**config.mk**
```make
export PLATFORM = sky130hd
export DESIGN_NAME = bfdh_ram
export DESIGN_NICKNAME = d
export VERILOG_FILES = /design/src/hw/rtl/bfdh_ram.sv
export SDC_FILE = /design/constraint.sdc
export NUM_CORES = 1
export LEC_CHECK = 0
export ABC_AREA = 1
export ABC_CLOCK_PERIOD_IN_PS = 2840
export BUFFER_PORTS_ARGS = -buffer_cell sky130_fd_sc_hd__buf_2
export CORE_AREA = 2 2 39 41
export CTS_CLUSTER_DIAMETER = 50
export DETAILED_ROUTE_END_ITERATION = 16
export DIE_AREA = 0 0 41 43
export PLACE_DENSITY_LB_ADDON = 0.2
export SLEW_MARGIN = 15
export SYNTH_ARGS = -nofsm -noshare
export SYNTH_HDL_FRONTEND = slang
export SYNTH_SLANG_ARGS = --single-unit
```
**constraint.sdc**
```tcl
create_clock -name clock -period 2.84 [get_ports clock]
set_clock_uncertainty 0.2 [all_clocks]
set_input_delay 0.568 -clock clock [delete_from_list [all_inputs] [get_ports clock]]
set_output_delay 0.568 -clock clock [all_outputs]
set_load 0.03 [all_outputs]
```
**src/hw/rtl/bfdh_ram.sv**
```systemverilog
// ----------------------------------------------------------------------------
// Bloom filter generic RAM
// Single-port RAM with registered read data.
// ----------------------------------------------------------------------------
module bfdh_ram #(
   parameter int WIDTH = 1,
   parameter int DEPTH = 8
) (
   input  logic                                     clock,
   input  logic                                     en,
   input  logic                                     we,
   input  logic [((DEPTH > 1) ? $clog2(DEPTH) : 1)-1:0] addr,
   input  logic [WIDTH-1:0]                         wdata,
   output logic [WIDTH-1:0]                         rdata
);

   logic [WIDTH-1:0] mem_ff [DEPTH];
   logic [WIDTH-1:0] rdata_ff;

   always_ff @(posedge clock) begin
      if (en) begin
         if (we) begin
            mem_ff[addr] <= wdata;
         end
         rdata_ff <= mem_ff[addr];
      end
   end

   assign rdata = rdata_ff;

endmodule

```
==> results of run 1 <==
stage by stage:
| stage | total power [mW] | cells | hold WS [ns] |
|---|---|---|---|
| final | 0.271 | 79 | 0.327 |
| after global routing | 0.287 | 79 | 0.315 |
| after CTS | 0.279 | 79 | 0.314 |
| after detailed placement | 0.179 | 75 | 0.506 |
| after global placement | 0.180 | 75 | 0.500 |
| after floorplan | 0.168 | 52 | 0.450 |
power groups by stage:
stage               combinational [mW]  sequential [mW]  clock (mW)
global placement                0.0262            0.154           0
global route                    0.0298            0.151       0.107
CTS                             0.0261            0.151       0.102
floorplan                       0.0124            0.156           0
detailed placement              0.0259            0.154           0
finish                          0.0258            0.151      0.0948
worst max-delay path by stage:
| stage | depth (start not counted) | slack [ns] | start | endpoint |
|---|---|---|---|---|
| after floorplan | 4 | 1.47 | addr[2] | mem_ff[4] |
| after global placement | 5 | 1.25 | addr[2] | mem_ff[5] |
| after detailed placement | 5 | 1.28 | addr[2] | mem_ff[5] |
| after CTS | 1 | 1.26 | rdata | rdata |
| after global routing | 1 | 1.23 | rdata | rdata |
| final | 1 | 1.28 | rdata | rdata |
Yosys cell counts:
library cell  number  area (sq um)
nand3b_1           1          7.51
nand3_1            1          5.00
inv_2              1          3.75
inv_1              9          33.8
nand2_1           22          82.6
edfxtp_1           9           270
nor2_1             9          33.8
state kept, by name (all words and copies together), names as in the netlist:
signal and count:
rdata 1, mem_ff 8
routing by layer:
metal	up-vias	global-route usage [%]	routed length, microns
li1	179	-	-
met1	131	13.6	330
met2	11	12.8	335
met3	2	4.71	59
met4	0	8.00	11
met5	-	0	0
final cells by class:
class	count	area, sq um
Multi-Input combinational cell	33	129
Clock buffer	4	26.3
Tap cell	16	20.0
Sequential cell	9	270
Timing Repair Buffer	7	35.0
Inverter	10	37.5
Fill cell	151	866
logic make-up after synthesis:
group                  count (synthesis)  share of synthesized area [%]
and+or+nand+nor                       33                           29.5
buffers and inverters                 10                           8.59
DFF                                    9                           61.9
==> impl_results.md, run 1 <==
* Vias in the first global route at 278
* Flop pwr share at 55.6%
* Finished Core Util at 37.4%
* Max-slew violation count at 0
* CP Launch Type: register
* Nets at 71
* F_max at 0.641 GHz
* Sw frac at 21.7%
* Die W at 41 microns
* Post-synthesis sequential area ratio at 61.9%
* Crit path arrival time at 0.79 ns
* Post-DP HPWL at 553 microns
* Port bufs at 7
* Crit-path slowest cell: edfxtp_1
* Library cells used by synthesis at 7
* Worst-path cell chain: buf_2
* Vias at 323
* P&R area growth vs syn at 18.6%
* Post-route cell area at 518 sq um
* Setup TNS at 0 ns
* Setup-failing EPs final at 0
* Final period util at 54.9%
* Worst Path Required at 2.07 ns
* Fin crit period at 1.56 ns
* Logic gate share of total power at 9.5%
* Clock tree from TritonCTS: yes
* Final Hold Fails at 0
* Final Worst Setup Slack at 1.28 ns
* DP Worst Slack at 1.28 ns
* Initial drt markers at 6
* Rel. slew slack at 89.9%
* Most frequent cells in the layout: nand2_1, inv_1, nor2_1, edfxtp_1, buf_2
* CTS Buf Count at 3
* Pre-antenna DRT Iters at 4
* Critical register-to-register path startpoint: mem_ff[5]
* CP Max Fanout at 1
* Row cnt at 14
* Chip height at 43 microns
* RePlAce Congestion at 0.795
* Netlist Area Pre-Place at 437 sq um
* Crit-path leading delay family: flip-flops
* GR Overflow Total at 0
* Hold depth at 1
* Hold/Removal Path Class: input pin to register
* Int Power at 0.213 mW
* Power per Cell Area at 524 mW/mm^2
* Post_cts resized at 0
* DR WL/cell at 9.33 microns
* Initial antenna violation count at 0
* First-pass GRT wire length at 1140 microns
* Worst Tran Pin Value at 0.151 ns
* Largest net degree at the start of global routing at 9
* Clk_lat worst skew at 0.26 ns
* Reg2reg end: rdata
* DRT Wirelength at 737 microns
* H-Tree Level Count at 1
* Worst r2r path cells at 6
* Number of synthesis warnings at 0
* R2r setup slk at 1.71 ns
* Synth Instances at 52
* Switching power total at 0.0588 mW
* N_diodes at 0
* Total of max-cap violations at 0
* Net count after synthesis at 59
* GRT Total Usage at 10.4%
* VDD IR max at 0.199 mV
* Hold Path Origin: en
* Worst Hold End: rdata
* Avg Cell Area, Syn at 8.40 sq um
* Core area at 0.00138 sq mm
* Most common cell after layout, fill and taps aside: nand2_1
* Layout cell share with drive strength beyond 1 at 17.5%
* CTS hold repair buffers at 0
* Starting Density at 31.6%
* Critical path type: register to primary output
* Sum of buffers and inverters on the critical path at 1
* Placed Area at 492 sq um
* Largest stage delay, worst path at 0.35 ns
* Postcts setup bufs at 0
* Root Buffer: clkbuf_4
* Final ANT Viol Nets at 0
* Ports at 8
* #FFs+latches synth at 9
* Via density per instance at 4.09
* Die ar. at 0.00176 sq mm
* Clock network fraction of total power at 34.9%
* Reg clk slew, reported paths at 0.06 ns
* Clk sinks at 9
* Drt drc at 0
* Static leakage at 0.249 nW
* Clk buf depth at 2
* Status: complete, no violations
* RSZ-0062 raised after global routing: no
* Crit. End Element: primary output
(Power assumes the default switching activity.)
==> inputs of run 2 (changes only) <==
--- a/config.mk
+++ b/config.mk
@@ -5,8 +5,8 @@
 export SDC_FILE = /design/constraint.sdc
 export NUM_CORES = 1
 export LEC_CHECK = 0
-export ABC_AREA = 1
-export ABC_CLOCK_PERIOD_IN_PS = 2840
+export ABC_AREA = 0
+export ABC_CLOCK_PERIOD_IN_PS = 1300
 export BUFFER_PORTS_ARGS = -buffer_cell sky130_fd_sc_hd__buf_2
 export CORE_AREA = 2 2 39 41
 export CTS_CLUSTER_DIAMETER = 50
==> constraint.sdc (replaced) <==
create_clock -name clock -period 1.3 [get_ports clock]
set_clock_uncertainty 0.2 [all_clocks]
set_input_delay 0.26 -clock clock [delete_from_list [all_inputs] [get_ports clock]]
set_output_delay 0.26 -clock clock [all_outputs]
set_load 0.03 [all_outputs]
==> run 2 against run 1 <==
Net effect: register-to-register slack got worse by 2.0 ns; critical endpoint is now rdata; the flow now finishes with violations (negative setup slack); synthesized cell count shrank 50%; worst setup slack worse by 1.5 ns; clock-buffer cell count stayed put; final area shrank 7.0%; sequential share of layout area is 3.9 points higher; die area is the same; cell count shrank 33%; first-iteration DRC count shrank 100%; combinational power up 110%; worst hold slack lost 0.28 ns.
==> impl_results.md, run 2 <==
* Status: finished with violations
* Failing checks: negative setup slack
* #FFs+latches synth at 9
* Crit-path slowest cell: mux4_2
* Hold/Removal Path Class: input pin to register
* Cell taking the most area after synthesis: edfxtp_1
* Total of max-cap violations at 0
* Commonest cells in the netlist: edfxtp_1, nor2_1, mux4_1, nor3_1
* Overall power at 0.587 mW
* DR WL/cell at 12.0 microns
* Initial antenna violation count at 0
* Hold_ws at 0.0504 ns
* Worst Path Required at 1.10 ns
* Number of synthesis warnings at 0
* Worst Tran Pin Value at 0.184 ns
* Via density per instance at 4.77
* Final period util at 119%
* RSZ-0062 raised after global routing: yes
* Post-synth top area share at 67.3%
* CTS Buf Count at 3
* Core area at 0.00138 sq mm
* Largest net degree at the start of global routing at 9
* H-Tree Level Count at 1
* CP Launch Type: register
* Clk sinks at 9
* Synth Instances at 26
* P&R area growth vs syn at 19.9%
* FF/Latch Area at 270 sq um
* Nets at 45
* Post-synthesis sequential area ratio at 67.3%
* Most flops, register: mem_ff
* Netlist Area Pre-Place at 402 sq um
* Rel. slew slack at 87.6%
* Clock tree from TritonCTS: yes
* CP Max Fanout at 1
* Port bufs at 7
* Chip height at 43 microns
* Largest stage delay, worst path at 0.47 ns
* Vias in the first global route at 243
* Most common cell after layout, fill and taps aside: edfxtp_1
* Number of flip-flops in the largest register at 8
* Final Worst Setup Slack at -0.245 ns
* Area contributors post-synth: edfxtp_1, mux4_1, nor2_1
* Net count after synthesis at 33
* Power per Cell Area at 1220 mW/mm^2
* Die W at 41 microns
* Top-count cell post-synth: edfxtp_1
* Post-synth EDFFs at 9
* Row cnt at 14
* Die ar. at 0.00176 sq mm
* Critical path type: register to register
* Ports at 8
* Reg clk slew, reported paths at 0.05 ns
* Clk buf depth at 2
* R2r setup slk at -0.24 ns
* Clk_lat worst skew at 0.25 ns
* Library cells used by synthesis at 11
* Worst-path cell chain: mux4_2 -> mux2_4
* First-pass GRT wire length at 972 microns
* CTS hold repair buffers at 0
* Avg Cell Area, Syn at 15.4 sq um
* Max-slew violation count at 0
* GR Overflow Total at 0
* Final ANT Viol Nets at 0
* Initial drt markers at 0
* Root Buffer: clkbuf_4
* Layout cell share with drive strength beyond 1 at 37.8%
* Drt drc at 0
* Crit. End Element: register
* Pre-antenna DRT Iters at 1
* F_max at 0.647 GHz
* VDD IR max at 0.554 mV
* Synth Flop Type: edfxtp_1
* Post-synth ARST share at 0%
* Most frequent cells in the layout: edfxtp_1, buf_2, nor2_1
* Starting Density at 29.0%
* Setup-failing EPs final at 1
* DRT Wirelength at 637 microns
* RePlAce Congestion at 0.777
* Fillers at 134
* Vias at 253
* Fin crit period at 1.54 ns
* GRT Total Usage at 9.03%
* Static leakage at 0.170 nW
* Crit path arrival time at 1.35 ns
* Multi-input gate area at 123 sq um
* N_diodes at 0
* Final Hold Fails at 0
-- run 2: cells by family after synthesis --
group,Yosys count,share of synthesized area (%)
buffers and inverters,1,1.24
DFF,9,67.3
muxes,3,15.9
and+or+nand+nor,13,15.6
-- run 2: area by class of cell --
| cell class | count | area share (%) |
|---|---|---|
| clock buffer | 4 | 5.45 |
| multi-input combinational | 16 | 25.5 |
| sequential | 9 | 56.1 |
| tap | 16 | 4.16 |
| timing repair buffer | 8 | 8.83 |
-- run 2: critical path: cells and delay by family, from the launching register on --
kind,cells,cell delay [ns]
muxes,2,0.74
DFF,1,0.36
-- run 2: layer usage --
layer  vias to the layer above  track usage [%]  part of all wire [%]
met1                       118             9.31                    42
li1                        121                -                     -
met3                         4             3.14                   7.4
met4                         0             8.00                   2.2
met5                         -                0                     0
met2                        10             13.4                    49
-- run 2: worst paths after layout --
check / from / end / cells after the start
setup / recovery: mem_ff[6] / rdata / 2
hold / removal: en / rdata / 1
setup reg to reg: mem_ff[6] / rdata / 2
hold reg to reg: mem_ff[3] / rdata / 2
-- run 2: repair_timing --
action	in CTS	in global routing
gates cloned	0	0
gates resized for setup	1	0
setup buffers	0	0
setup endpoints to repair	1	1
-- run 2: metrics by stage --
step | instances | TNS, ns | util (%) | cell area, sq um | setup slack (ns)
after floorplan | 26 | -0.271 | - | 403 | -0.271
after global placement | 49 | -0.530 | 32.6 | 452 | -0.362
after detailed placement | 49 | -0.578 | 32.6 | 452 | -0.397
after CTS | 53 | -0.257 | 34.8 | 482 | -0.257
after global routing | 53 | -0.305 | 34.8 | 482 | -0.305
final | 53 | -0.245 | 34.8 | 482 | -0.245
-- run 2: report_power, final --
group	internal, mW	leakage [nW]	switching, mW
clock	0.117	0.0150	0.0850
combinational	0.0254	0.0729	0.0293
sequential	0.328	0.0821	0.00158
total	0.471	0.170	0.116
