$ cat src/hw/rtl/bfdh_pkg.sv
// ----------------------------------------------------------------------------
// Bloom filter package
// Widths, reset values, codes and shared types of the bloom filter block.
// ----------------------------------------------------------------------------
package bfdh_pkg;

   localparam int HASH_W       = 64;
   localparam int NUM_BITS_W   = 17;
   localparam int HASH_COUNT_W = 5;
   localparam int CSR_INDEX_W  = 2;
   localparam int CSR_DATA_W   = 17;

   localparam int MAX_BITS_DEFAULT   = 65536;
   localparam int MAX_HASHES_DEFAULT = 16;

   localparam logic [NUM_BITS_W-1:0]   NUM_BITS_RESET   = 17'd65536;
   localparam logic [HASH_COUNT_W-1:0] HASH_COUNT_RESET = 5'd7;

   // substitute for an all-zero step hash
   localparam logic [HASH_W-1:0] ZERO_STEP_SUBST = 64'h0000_0000_27d4_eb2d;

   localparam logic [CSR_INDEX_W-1:0] CSR_NUM_BITS   = 2'd0;
   localparam logic [CSR_INDEX_W-1:0] CSR_HASH_COUNT = 2'd1;

   localparam logic OP_INSERT = 1'b0;
   localparam logic OP_QUERY  = 1'b1;

   typedef enum logic [2:0] {
      ST_CLEAR,
      ST_IDLE,
      ST_START,
      ST_DIVIDE,
      ST_PROBE,
      ST_CHECK,
      ST_RESPOND
   } state_type;

   typedef struct packed {
      logic                  done;
      logic [NUM_BITS_W-1:0] remainder;
   } mod_result_type;

endpackage

$ cat src/hw/rtl/bfdh_mod_unit.sv
// ----------------------------------------------------------------------------
// Bloom filter modulo unit
// Restoring remainder of a 64-bit dividend by a 17-bit modulus, one bit a cycle.
// ----------------------------------------------------------------------------
module bfdh_mod_unit (
   input  logic                               clock,
   input  logic                               reset,
   input  logic                               start,
   input  logic [bfdh_pkg::HASH_W-1:0]        dividend,
   input  logic [bfdh_pkg::NUM_BITS_W-1:0]    modulus,
   output bfdh_pkg::mod_result_type           result
);

   localparam int NB     = bfdh_pkg::NUM_BITS_W;
   localparam int DW     = bfdh_pkg::HASH_W;
   localparam int STEP_W = $clog2(DW);
   localparam logic [STEP_W-1:0] LAST_STEP = STEP_W'(DW - 1);

   logic [DW-1:0]     dividend_ff, dividend_in;
   logic [NB-1:0]     rem_ff, rem_in;
   logic [STEP_W-1:0] step_ff, step_in;
   logic              busy_ff, busy_in;
   logic              done_ff, done_in;
   logic [NB:0]       trial;
   logic [NB:0]       modulus_ext;

   assign trial       = {rem_ff, dividend_ff[DW-1]};
   assign modulus_ext = {1'b0, modulus};

   always_comb begin
      dividend_in = dividend_ff;
      rem_in      = rem_ff;
      step_in     = step_ff;
      busy_in     = busy_ff;
      done_in     = 1'b0;
      if (start) begin
         dividend_in = dividend;
         rem_in      = '0;
         step_in     = '0;
         busy_in     = 1'b1;
      end else if (busy_ff) begin
         dividend_in = {dividend_ff[DW-2:0], 1'b0};
         // partial remainder stays below twice the modulus: one subtract
         if (trial >= modulus_ext) begin
            rem_in = NB'(trial - modulus_ext);
         end else begin
            rem_in = trial[NB-1:0];
         end
         step_in = step_ff + STEP_W'(1);
         if (step_ff == LAST_STEP) begin
            busy_in = 1'b0;
            done_in = 1'b1;
         end
      end
   end

   always_ff @(posedge clock) begin
      if (reset) begin
         busy_ff <= 1'b0;
         done_ff <= 1'b0;
      end else begin
         busy_ff <= busy_in;
         done_ff <= done_in;
      end
   end

   always_ff @(posedge clock) begin
      dividend_ff <= dividend_in;
      rem_ff      <= rem_in;
      step_ff     <= step_in;
   end

   assign result.done      = done_ff;
   assign result.remainder = rem_ff;

endmodule

$ cat config.mk
export PLATFORM = sky130hd
export DESIGN_NAME = bfdh_mod_unit
export DESIGN_NICKNAME = d
export VERILOG_FILES = /design/src/hw/rtl/bfdh_pkg.sv /design/src/hw/rtl/bfdh_mod_unit.sv
export SDC_FILE = /design/constraint.sdc
export NUM_CORES = 1
export LEC_CHECK = 0
export BUFFER_PORTS_ARGS = -buffer_cell sky130_fd_sc_hd__buf_2
export CAP_MARGIN = 20
export CORE_MARGIN = 1
export CORE_UTILIZATION = 28
export CTS_CLUSTER_DIAMETER = 40
export DETAILED_ROUTE_END_ITERATION = 7
export PLACE_DENSITY = 0.53
export SLEW_MARGIN = 10
export SYNTH_ARGS = -nofsm -noshare
export SYNTH_HDL_FRONTEND = slang
export SYNTH_SLANG_ARGS = --single-unit
$ cat constraint.sdc
create_clock -name clock -period 6.04 [get_ports clock]
set_clock_uncertainty 0.1 [all_clocks]
set_input_delay 1.208 -clock clock [delete_from_list [all_inputs] [get_ports clock]]
set_output_delay 1.208 -clock clock [all_outputs]
set_load 0.02 [all_outputs]
==> impl_metrics.yaml, run 1 <==
place:
  hpwlAfterDp_mm: 7.57
  postPlaceCellArea_sq_um: 5510
  place_congestion: 0.874
  portBuffers: 101
routing:
  wl_mm: 10.7
  drcViolationCount: 0
  vias_per_cell: 4.67
  drtIter0Drc: 167
  wl_per_cell_microns: 15.0
  drtPass1Iterations: 4
  ant_nets: 0
  routed-via-count: 3342
timing:
  hold_violations: 0
  fmax_mhz: 297
  rsz0062_at_grt: "false"
  setup_viol: 0
  finalSetupTns_ns: 0
  relSlewSlack_pct: 47.6
  period_share_pct: 55.7
  tightestPinTransition_ns: 0.784
  fin_crit_ns: 3.37
  finalMaxSlewViolations: 0
power:
  internal_power_w: 0.00119
  leakagePower_nw: 2.39
  power_per_cell_area_nw_per_um2: 279
  ir_worst_vdd_mv: 0.233
  switching_power_w: 0.000438
  netSwitchingFraction_pct: 27.0
  pwr-share-clk_pct: 36.7
  p_comb_share_pct: 17.2
  power_frac_seq_pct: 46.0
synthesis:
  ys_seq_area_share_pct: 50.7
  synth.avg_cell_area_sq_um: 12.2
  synthArstFlopShare_pct: 0
  synthesis.instances: 393
  synthesis.nets: 496
  ys_warn_count: 0
  synth-seq-cells: 89
  ys.flop_type: "edfxtp_1"
  synth_edf_count: 64
  synthesis.area_sq_um: 4780
  synth.distinct_cells: 61
global_routing:
  grt_pass1_vias: 3567
  grt_usage_pct: 13.1
  grt_remaining_overflow: 0
  grt_max_degree: 59
  grt_pass1_wl_mm: 18.0
  antenna_found_initial: 0
cts:
  htreeDepth: 3
  cts_buffers: 9
  cts_sinks: 89
  cts.clk_slew.worst_paths_ns: 0.07
  cts_buffer_depth: 2
  cts_setup_buffers: 0
  cts-root-buf: "clkbuf_16"
  cts_tree: "yes"
  clock_latency_ns: 0.35
  ctsResizeCount: 0
  hold_buffers: 0
floorplan:
  io_pins: 102
  die_h_microns: 133
  core_area_sq_um: 16600
  initial_utilization_pct: 28.7
  die_w_microns: 133
  fp.dieArea_sq_um: 17600
  rows: 47
setup_path:
  r2r-start: "dividend_ff[63]$_DFFE_PP_"
  path_depth: 10
  crit_chain: "buf_2 > ha_1 > inv_1 > fa_1 > a21o_1 > a221oi_4 > o211a_4 > o21ai_4 > mux2_4 > a211oi_2"
  max_stage_delay_ns: 0.41
  crit_fanout: 22
  cpMaxStageDelayCell: "a221oi_4"
  path_delay_family: "compound AO/OA/AOI/OAI gates"
  crit_type: "primary input to register"
  r2r-end: "rem_ff[0]$_SDFFE_PP0P_"
  reg2regPathDepth: 10
  arrival_ns: 3.54
  critPathBufInv: 2
  r2r_slack_ns: 3.14
  cp-end-kind: "register"
  required_ns: 6.21
  crit_path_start_kind: "primary input"
final_layout:
  n_antenna_cell: 0
  drive_gt1_share_pct: 39.6
  nets: 593
  area_delta_synth_final_pct: 21.7
  fin_area_sq_um: 5820
outcome:
  outcome: "finished, final reports clean"
job:
  cap_violations: 0
min_path:
  min_path_cells: 2
  hp-class: "register to register"
  hold_start: "step_ff[5]$_SDFFE_PP0P_"
  min_to: "step_ff[5]$_SDFFE_PP0P_"
layer usage:
metal / global-route usage [%] / vias up / routed length (microns)
met2: 21.5 / 79 / 5080
met5: 0 / - / 0
met1: 15.5 / 1593 / 4770
li1: - / 1661 / -
met3: 5.36 / 9 / 758
met4: 4.02 / 0 / 130
power by group through the flow:
stage                     logic [W]  clock network, W  registers, W
after global placement     0.000278                 0      0.000760
after CTS                  0.000283          0.000625      0.000748
final                      0.000280          0.000596      0.000747
after floorplan            0.000197                 0      0.000763
after detailed placement   0.000282                 0      0.000761
after global routing       0.000311          0.000649      0.000755
cell type report:
type                            count  area [sq um]
Fill cell                        1678         10800
Multi-Input combinational cell    263          2190
Timing Repair Buffer              104           531
Inverter                           23          86.3
Tap cell                          220           275
Clock buffer                        9           225
Sequential cell                    89          2420
Clock inverter                      7          87.6
layout by cell type, fill, tap and decap left out, types with 3 or more instances in the layout:
| cell | netlist | routed |
|---|---|---|
| buf_2 | 2 | 100 |
| edfxtp_1 | 64 | 64 |
| mux2_2 | 63 | 63 |
| dfxtp_1 | 25 | 25 |
| nor2_1 | 23 | 23 |
| nand2_1 | 23 | 23 |
| inv_1 | 23 | 22 |
| ha_1 | 18 | 18 |
| a21oi_1 | 11 | 11 |
| a21o_1 | 9 | 9 |
| clkbuf_16 | 0 | 9 |
| mux2i_1 | 8 | 8 |
| o21ai_0 | 8 | 8 |
| xor2_1 | 7 | 7 |
| xnor2_1 | 6 | 6 |
| o21a_1 | 6 | 6 |
| nor3_1 | 6 | 6 |
| o211ai_1 | 6 | 6 |
| o31ai_1 | 6 | 6 |
| and2_1 | 5 | 5 |
| a211oi_1 | 5 | 5 |
| buf_4 | 1 | 4 |
| nand3_1 | 3 | 3 |
| o21ai_1 | 3 | 3 |
| and3_1 | 3 | 3 |
logic make-up after synthesis:
group	Yosys count	synth area share, %
multiplexers	72	16.8
adder cells (fa/ha/maj)	19	5.13
AND/OR/NAND/NOR	77	7.90
buffers and inverters	41	3.51
flip-flops	89	50.7
AO/OA/AOI/OAI	82	13.6
XOR/XNOR	13	2.38
worst register-to-register path, stage by stage (launching register included):
cell and delay (ns):
edfxtp_1 0.38, inv_1 0.09, ha_1 0.16, inv_1 0.05, fa_1 0.40, a21o_1 0.24
a221oi_4 0.41, o211a_4 0.23, o21ai_4 0.20, mux2_4 0.37, a211oi_2 0.20
synthesized netlist by cell type, types with 8 or more instances:
cell type | n | share of area (%)
a21o_1 | 9 | 1.4
a21oi_1 | 11 | 1.2
clkbuf_1 | 9 | 0.71
dfxtp_1 | 25 | 10
edfxtp_1 | 64 | 40
ha_1 | 18 | 4.7
inv_1 | 23 | 1.8
mux2_2 | 63 | 15
mux2i_1 | 8 | 1.7
nand2_1 | 23 | 1.8
nor2_1 | 23 | 1.8
o21ai_0 | 8 | 0.84
how the worst max path moves through the flow:
stage,endpoint,from,slack (ns)
final,rem_ff[0]$_SDFFE_PP0P_,modulus[0],2.67
after global routing,rem_ff[0]$_SDFFE_PP0P_,modulus[0],2.56
after CTS,rem_ff[0]$_SDFFE_PP0P_,modulus[0],2.69
after detailed placement,rem_ff[0]$_SDFFE_PP0P_,modulus[0],2.33
after global placement,rem_ff[0]$_SDFFE_PP0P_,modulus[0],2.37
after floorplan,rem_ff[13]$_SDFFE_PP0P_,start,2.61
registers in the layout (all words and copies together) (netlist names):
signal	flops
rem_ff	17
done_ff	1
step_ff	6
busy_ff	1
dividend_ff	64
per-stage QoR:
stage / worst slack [ns] / cells / hold WS, ns / power, W / util [%]
2_1_floorplan: 2.61 / 393 / 0.354 / 0.000961 / -
3_3_place_gp: 2.37 / 699 / 0.364 / 0.00104 / 33.1
3_5_place_dp: 2.33 / 699 / 0.387 / 0.00104 / 33.1
4_1_cts: 2.69 / 715 / 0.399 / 0.00166 / 35.0
5_1_grt: 2.56 / 715 / 0.430 / 0.00171 / 35.0
6_report: 2.67 / 715 / 0.403 / 0.00162 / 35.0
No activity file was read; power rests on OpenSTA's default activity.
==> inputs of run 2 (changes only) <==
--- a/config.mk
+++ b/config.mk
@@ -11,7 +11,7 @@
 export CORE_UTILIZATION = 28
 export CTS_CLUSTER_DIAMETER = 40
 export DETAILED_ROUTE_END_ITERATION = 7
-export PLACE_DENSITY = 0.53
+export PLACE_DENSITY = 0.54
 export SLEW_MARGIN = 10
 export SYNTH_ARGS = -nofsm -noshare
 export SYNTH_HDL_FRONTEND = slang
==> constraint.sdc (replaced) <==
create_clock -name clock -period 2.9 [get_ports clock]
set_clock_uncertainty 0.1 [all_clocks]
set_input_delay 0.58 -clock clock [delete_from_list [all_inputs] [get_ports clock]]
set_output_delay 0.58 -clock clock [all_outputs]
set_load 0.02 [all_outputs]
==> run 2 against run 1 <==
Compared with the run above:
- final area rose by 1.9%
- via count rose by 3.3%
- core utilization rose by 0.66 points
- non-clock buffer count rose by 18
- sequential power rose by 110%
- clock power rose by 88%
- count of clock-buffer cells in the layout did not move
- combinational power rose by 120%
- highest routed layer is now met5
==> impl_metrics.yaml, run 2 (synthesis gave the netlist of run 1 again) <==
setup_path:
  path_delay_family: "compound AO/OA/AOI/OAI gates"
  crit_fanout: 9
  cpMostUsedCell: "inv_1"
  max_stage_delay_ns: 0.40
  crit_type: "register to register"
  arrival_ns: 2.86
  r2r-start: "dividend_ff[63]$_DFFE_PP_"
  cpMaxStageDelayCell: "fa_1"
  path_depth: 11
  crit_chain: "inv_1 > ha_1 > inv_1 > fa_1 > a21o_1 > a221oi_4 > o211a_4 > o21ai_4 > buf_4 > o31ai_1 > a31o_1"
  critPathBufInv: 3
  r2r-end: "rem_ff[12]$_SDFFE_PP0P_"
  critPathLaunch: "dividend_ff[63]$_DFFE_PP_"
  worstSetupEndpoint: "rem_ff[12]$_SDFFE_PP0P_"
  crit_path_start_kind: "register"
  reg2regPathDepth: 11
  r2r_slack_ns: 0.23
  cp-end-kind: "register"
  required_ns: 3.09
floorplan:
  die_w_microns: 133
  initial_utilization_pct: 28.7
  rows: 47
  die_h_microns: 133
  io_pins: 102
  core_area_sq_um: 16600
  fp.dieArea_sq_um: 17600
global_routing:
  grt_remaining_overflow: 0
  grt_pass1_vias: 3594
  antenna_found_initial: 1
  grt_pass1_wl_mm: 18.3
  grt_usage_pct: 13.2
  grt_max_degree: 66
min_path:
  hp-class: "primary input to register"
power:
  power_per_cell_area_nw_per_um2: 558
  fin_total_pwr_w: 0.00331
  switching_power_w: 0.000904
  leakagePower_nw: 2.47
  pwr-share-clk_pct: 34.0
  power_frac_seq_pct: 47.1
  internal_power_w: 0.00241
  ir_worst_vdd_mv: 0.281
  p_comb_share_pct: 18.9
  netSwitchingFraction_pct: 27.3
timing:
  setup_viol: 0
  period_share_pct: 92.0
  finalSetupTns_ns: 0
  fin_crit_ns: 2.67
  tightestPinTransition_ns: 0.480
  fmax_mhz: 375
  relSlewSlack_pct: 68.0
  rsz0062_at_grt: "false"
  hold_violations: 0
  finalMaxSlewViolations: 0
cts:
  cts.clk_slew.worst_paths_ns: 0.07
  cts_sinks: 89
  cts_tree: "yes"
  cts-root-buf: "clkbuf_16"
  cts_buffer_depth: 2
  htreeDepth: 3
  clock_latency_ns: 0.34
  cts_buffers: 9
  ctsResizeCount: 0
  hold_buffers: 0
  cts_setup_buffers: 0
final_layout:
  top_register: "dividend_ff"
  nets: 611
  n_antenna_cell: 0
  drive_gt1_share_pct: 41.6
  layout_common_cells: "100 x buf_2, 64 x edfxtp_1, 63 x mux2_2, 25 x dfxtp_1"
  largest_reg_flops: 64
  final_common_cell: "buf_2"
  area_delta_synth_final_pct: 24.0
  largestRegisters: "dividend_ff: 64 flops, rem_ff: 17 flops, step_ff: 6 flops"
routing:
  drtPass1Iterations: 4
  drtIter0Drc: 113
  drcViolationCount: 0
  wl_per_cell_microns: 15.2
  vias_per_cell: 4.71
  wl_mm: 11.1
  routed-via-count: 3451
  ant_nets: 0
place:
  place_congestion: 0.856
  hpwlAfterDp_mm: 8.18
  portBuffers: 101
outcome:
  outcome: "finished, final reports clean"
job:
  cap_violations: 0
run 2: cell count changes in the layout (fill, tap and decap cells not counted):
cell / before / now
buf_12: 0 / 1
buf_4: 4 / 21
bufinv_16: 1 / 0
clkinv_8: 1 / 0
clkinvlp_2: 0 / 1
clkinvlp_4: 1 / 0
inv_8: 1 / 2
run 2: worst min path at each step:
stage                                 start                 endpoint  cells after the start  slack, ns
floorplan           step_ff[5]$_SDFFE_PP0P_  step_ff[5]$_SDFFE_PP0P_                      2       0.35
global placement    step_ff[5]$_SDFFE_PP0P_  step_ff[5]$_SDFFE_PP0P_                      2       0.36
detailed placement  step_ff[5]$_SDFFE_PP0P_  step_ff[5]$_SDFFE_PP0P_                      2       0.40
CTS                                   reset       busy_ff$_SDFF_PP0_                      2       0.29
global route                          reset       busy_ff$_SDFF_PP0_                      2       0.29
finish                                reset       busy_ff$_SDFF_PP0_                      2       0.31
run 2: through the flow:
step / setup WS, ns / area (sq um) / cells / hold slack, ns / util (%)
4_1_cts: 0.220 / 5930 / 732 / 0.289 / 35.6
5_1_grt: 0.0509 / 5930 / 732 / 0.293 / 35.6
3_5_place_dp: 0.0217 / 5650 / 717 / 0.401 / 34.0
6_report: 0.232 / 5930 / 732 / 0.306 / 35.6
2_1_floorplan: 0.0976 / 4780 / 393 / 0.354 / -
3_3_place_gp: 0.0622 / 5650 / 717 / 0.364 / 34.0
run 2: worst register-to-register path, delay by kind of cell (launching register included):
family                   cells  cell delay, ns
flip-flops                   1            0.37
buffers and inverters        3            0.36
AO/OA/AOI/OAI                6            1.22
adder cells (fa/ha/maj)      2            0.57
run 2: per-layer routing:
metal	global-route usage [%]	wire [microns]
met1	15.7	4870
met2	22.2	5290
met3	5.25	789
met4	3.19	131
met5	0	10
run 2: power by group through the flow:
stage	Clock (W)	Sequential, W	Combinational [W]
CTS	0.00118	0.00156	0.000635
finish	0.00112	0.00156	0.000627
floorplan	0	0.00159	0.000411
global route	0.00122	0.00158	0.000692
detailed placement	0	0.00159	0.000631
global placement	0	0.00159	0.000622
run 2: area by class of cell:
type	count	area [sq um]
Fill cell	1670	10700
Clock buffer	9	225
Sequential cell	89	2420
Inverter	23	86.3
Clock inverter	6	50.0
Timing Repair Buffer	122	678
Multi-Input combinational cell	263	2190
Tap cell	220	275
==> inputs of run 3 (changes only) <==
--- a/config.mk
+++ b/config.mk
@@ -7,6 +7,7 @@
 export LEC_CHECK = 0
 export BUFFER_PORTS_ARGS = -buffer_cell sky130_fd_sc_hd__buf_2
 export CAP_MARGIN = 20
+export CORE_ASPECT_RATIO = 2
 export CORE_MARGIN = 1
 export CORE_UTILIZATION = 28
 export CTS_CLUSTER_DIAMETER = 40
==> run 3 against run 2 <==
Compared with the run above:
- wire length up 6.7%
- count of clock-buffer cells in the layout up 7
- global-route usage up 1.0 points
- sequential cell count unchanged
- critical path type unchanged
- clock power about the same
- die area up 0.18%
- critical path depth unchanged
- maximum frequency down 2.8%
- final area up 1.1%
- power up 0.29%
- first-iteration DRC count down 8.8%
- critical endpoint is now rem_ff[16]$_SDFFE_PP0P_
- cell count down 0.68%
==> impl_metrics.yaml, run 3 (synthesis gave the netlist of run 1 again) <==
outcome:
  outcome: "finished, final reports clean"
global_routing:
  antenna_found_initial: 1
  grt_use_met3_pct: 1.39
  grt_usage_pct: 14.2
  grt_pass1_wl_mm: 19.0
  grt_pass1_vias: 3775
  grt_max_degree: 44
  grt_use_met2_pct: 26.4
  met1_usage_pct: 14.2
  grt_remaining_overflow: 0
  grt_busiest_layer: "met2"
timing:
  finalMaxSlewViolations: 0
  finalSetupTns_ns: 0
  tightestPinTransition_ns: 0.581
  setup_viol: 0
  period_share_pct: 94.7
  relSlewSlack_pct: 61.1
  fin_crit_ns: 2.75
  hold_violations: 0
  fmax_mhz: 364
  setup_ws_ns: 0.155
place:
  portBuffers: 101
  dpl_worst_slack_ns: -0.0330
  postPlaceCellArea_sq_um: 5680
  dp.cells: 707
  hpwlAfterDp_mm: 8.94
  place_congestion: 0.830
cts:
  cts_buffers: 9
  cts_sinks: 89
  cts-root-buf: "clkbuf_16"
  hold_buffers: 0
  htreeDepth: 3
  clock_latency_ns: 0.34
  cts_buffer_depth: 2
  cts_tree: "yes"
  cts.clk_slew.worst_paths_ns: 0.06
setup_path:
  crit_chain: "inv_1 > ha_1 > inv_1 > fa_1 > a21o_1 > a221oi_4 > buf_4 > o211ai_1 > a22o_1 > a21o_1 > a31oi_1"
  critPathBufInv: 3
  max_stage_delay_ns: 0.39
  cpMaxStageDelayCell: "fa_1"
  required_ns: 3.07
  path_delay_family: "compound AO/OA/AOI/OAI gates"
  crit_path_start_kind: "register"
  cp-end-kind: "register"
  crit_fanout: 5
  crit_type: "register to register"
  arrival_ns: 2.92
floorplan:
  initial_utilization_pct: 28.5
  io_pins: 102
  die_w_microns: 94.4
  fp.dieArea_sq_um: 17600
  core_area_sq_um: 16800
  rows: 67
  die_h_microns: 187
routing:
  drtIter0Drc: 103
  drcViolationCount: 0
  wl_mm: 11.8
  vias_per_cell: 4.80
  ant_nets: 0
  drtPass1Iterations: 4
  wl_per_cell_microns: 16.3
  routed-via-count: 3491
final_layout:
  final_cells: 727
  largest_reg_flops: 64
  nets: 617
  layout_common_cells: "100 x buf_2, 64 x edfxtp_1, 63 x mux2_2, 25 x dfxtp_1, 25 x buf_4"
  largestRegisters: "dividend_ff: 64 flops, rem_ff: 17 flops, step_ff: 6 flops"
  final_common_cell: "buf_2"
  drive_gt1_share_pct: 42.2
  top_register: "dividend_ff"
  fin_area_sq_um: 6000
  area_delta_synth_final_pct: 25.4
min_path:
  hp-class: "primary input to register"
power:
  power_per_cell_area_nw_per_um2: 554
  ir_worst_vdd_mv: 0.388
  leakagePower_nw: 2.51
job:
  cap_violations: 0
==> run 3: cell types whose count changed in the layout (fill, tap and decap cells not counted), sizes merged <==
cell,delta
diode,+1
clkinv,-1
clkinvlp,-1
buf,+6
inv,-4
clkbuf,+7
==> run 3: area by class of cell <==
class | instances | area, sq um
fillers | 1741 | 10800
flip-flops and latches | 89 | 2420
multi-input cells | 263 | 2200
repair buffers | 128 | 748
clock buffers | 16 | 273
well taps | 207 | 259
inverters | 23 | 86.3
diodes | 1 | 2.50
==> run 3: final timing paths <==
kind	from	to	slack, ns	cells past startpoint
min reg2reg	step_ff[5]$_SDFFE_PP0P_	step_ff[5]$_SDFFE_PP0P_	0.39	2
max reg2reg	dividend_ff[63]$_DFFE_PP_	rem_ff[16]$_SDFFE_PP0P_	0.15	11
max	dividend_ff[63]$_DFFE_PP_	rem_ff[16]$_SDFFE_PP0P_	0.15	11
min	reset	busy_ff$_SDFF_PP0_	0.31	2
==> run 3: worst reg2reg max path: stages (launching register included) <==
cell      delay (ns)
edfxtp_1        0.38
inv_1           0.13
ha_1            0.18
inv_1           0.05
fa_1            0.39
a21o_1          0.24
a221oi_4        0.26
buf_4           0.19
o211ai_1        0.20
a22o_1          0.27
a21o_1          0.15
a31oi_1         0.14
==> run 3: through the flow <==
stage	utilization (%)	total power [W]	hold WS, ns
floorplan	-	0.00200	0.354
global placement	33.9	0.00222	0.362
detailed placement	33.9	0.00224	0.372
CTS	35.5	0.00336	0.294
global route	35.8	0.00347	0.321
finish	35.8	0.00332	0.305
==> run 3: repair_timing <==
action                                  CTS  global route
gates resized for setup                   0             3
buffers inserted                          0             3
endpoints found under the setup margin    0             3
==> run 3: metal layers <==
layer,part of all wire [%],routed length [microns],up-vias
met5,0,0,-
met4,5.0,594,0
met3,2.5,294,26
met2,58,6820,74
met1,35,4130,1683
li1,-,-,1708
==> run 3: where the power goes <==
group | switching (W) | total [W] | internal, W | leakage (nW)
Sequential | 0.0000511 | 0.00156 | 0.00151 | 0.848
Combinational | 0.000338 | 0.000662 | 0.000325 | 1.53
Clock | 0.000467 | 0.00110 | 0.000634 | 0.134
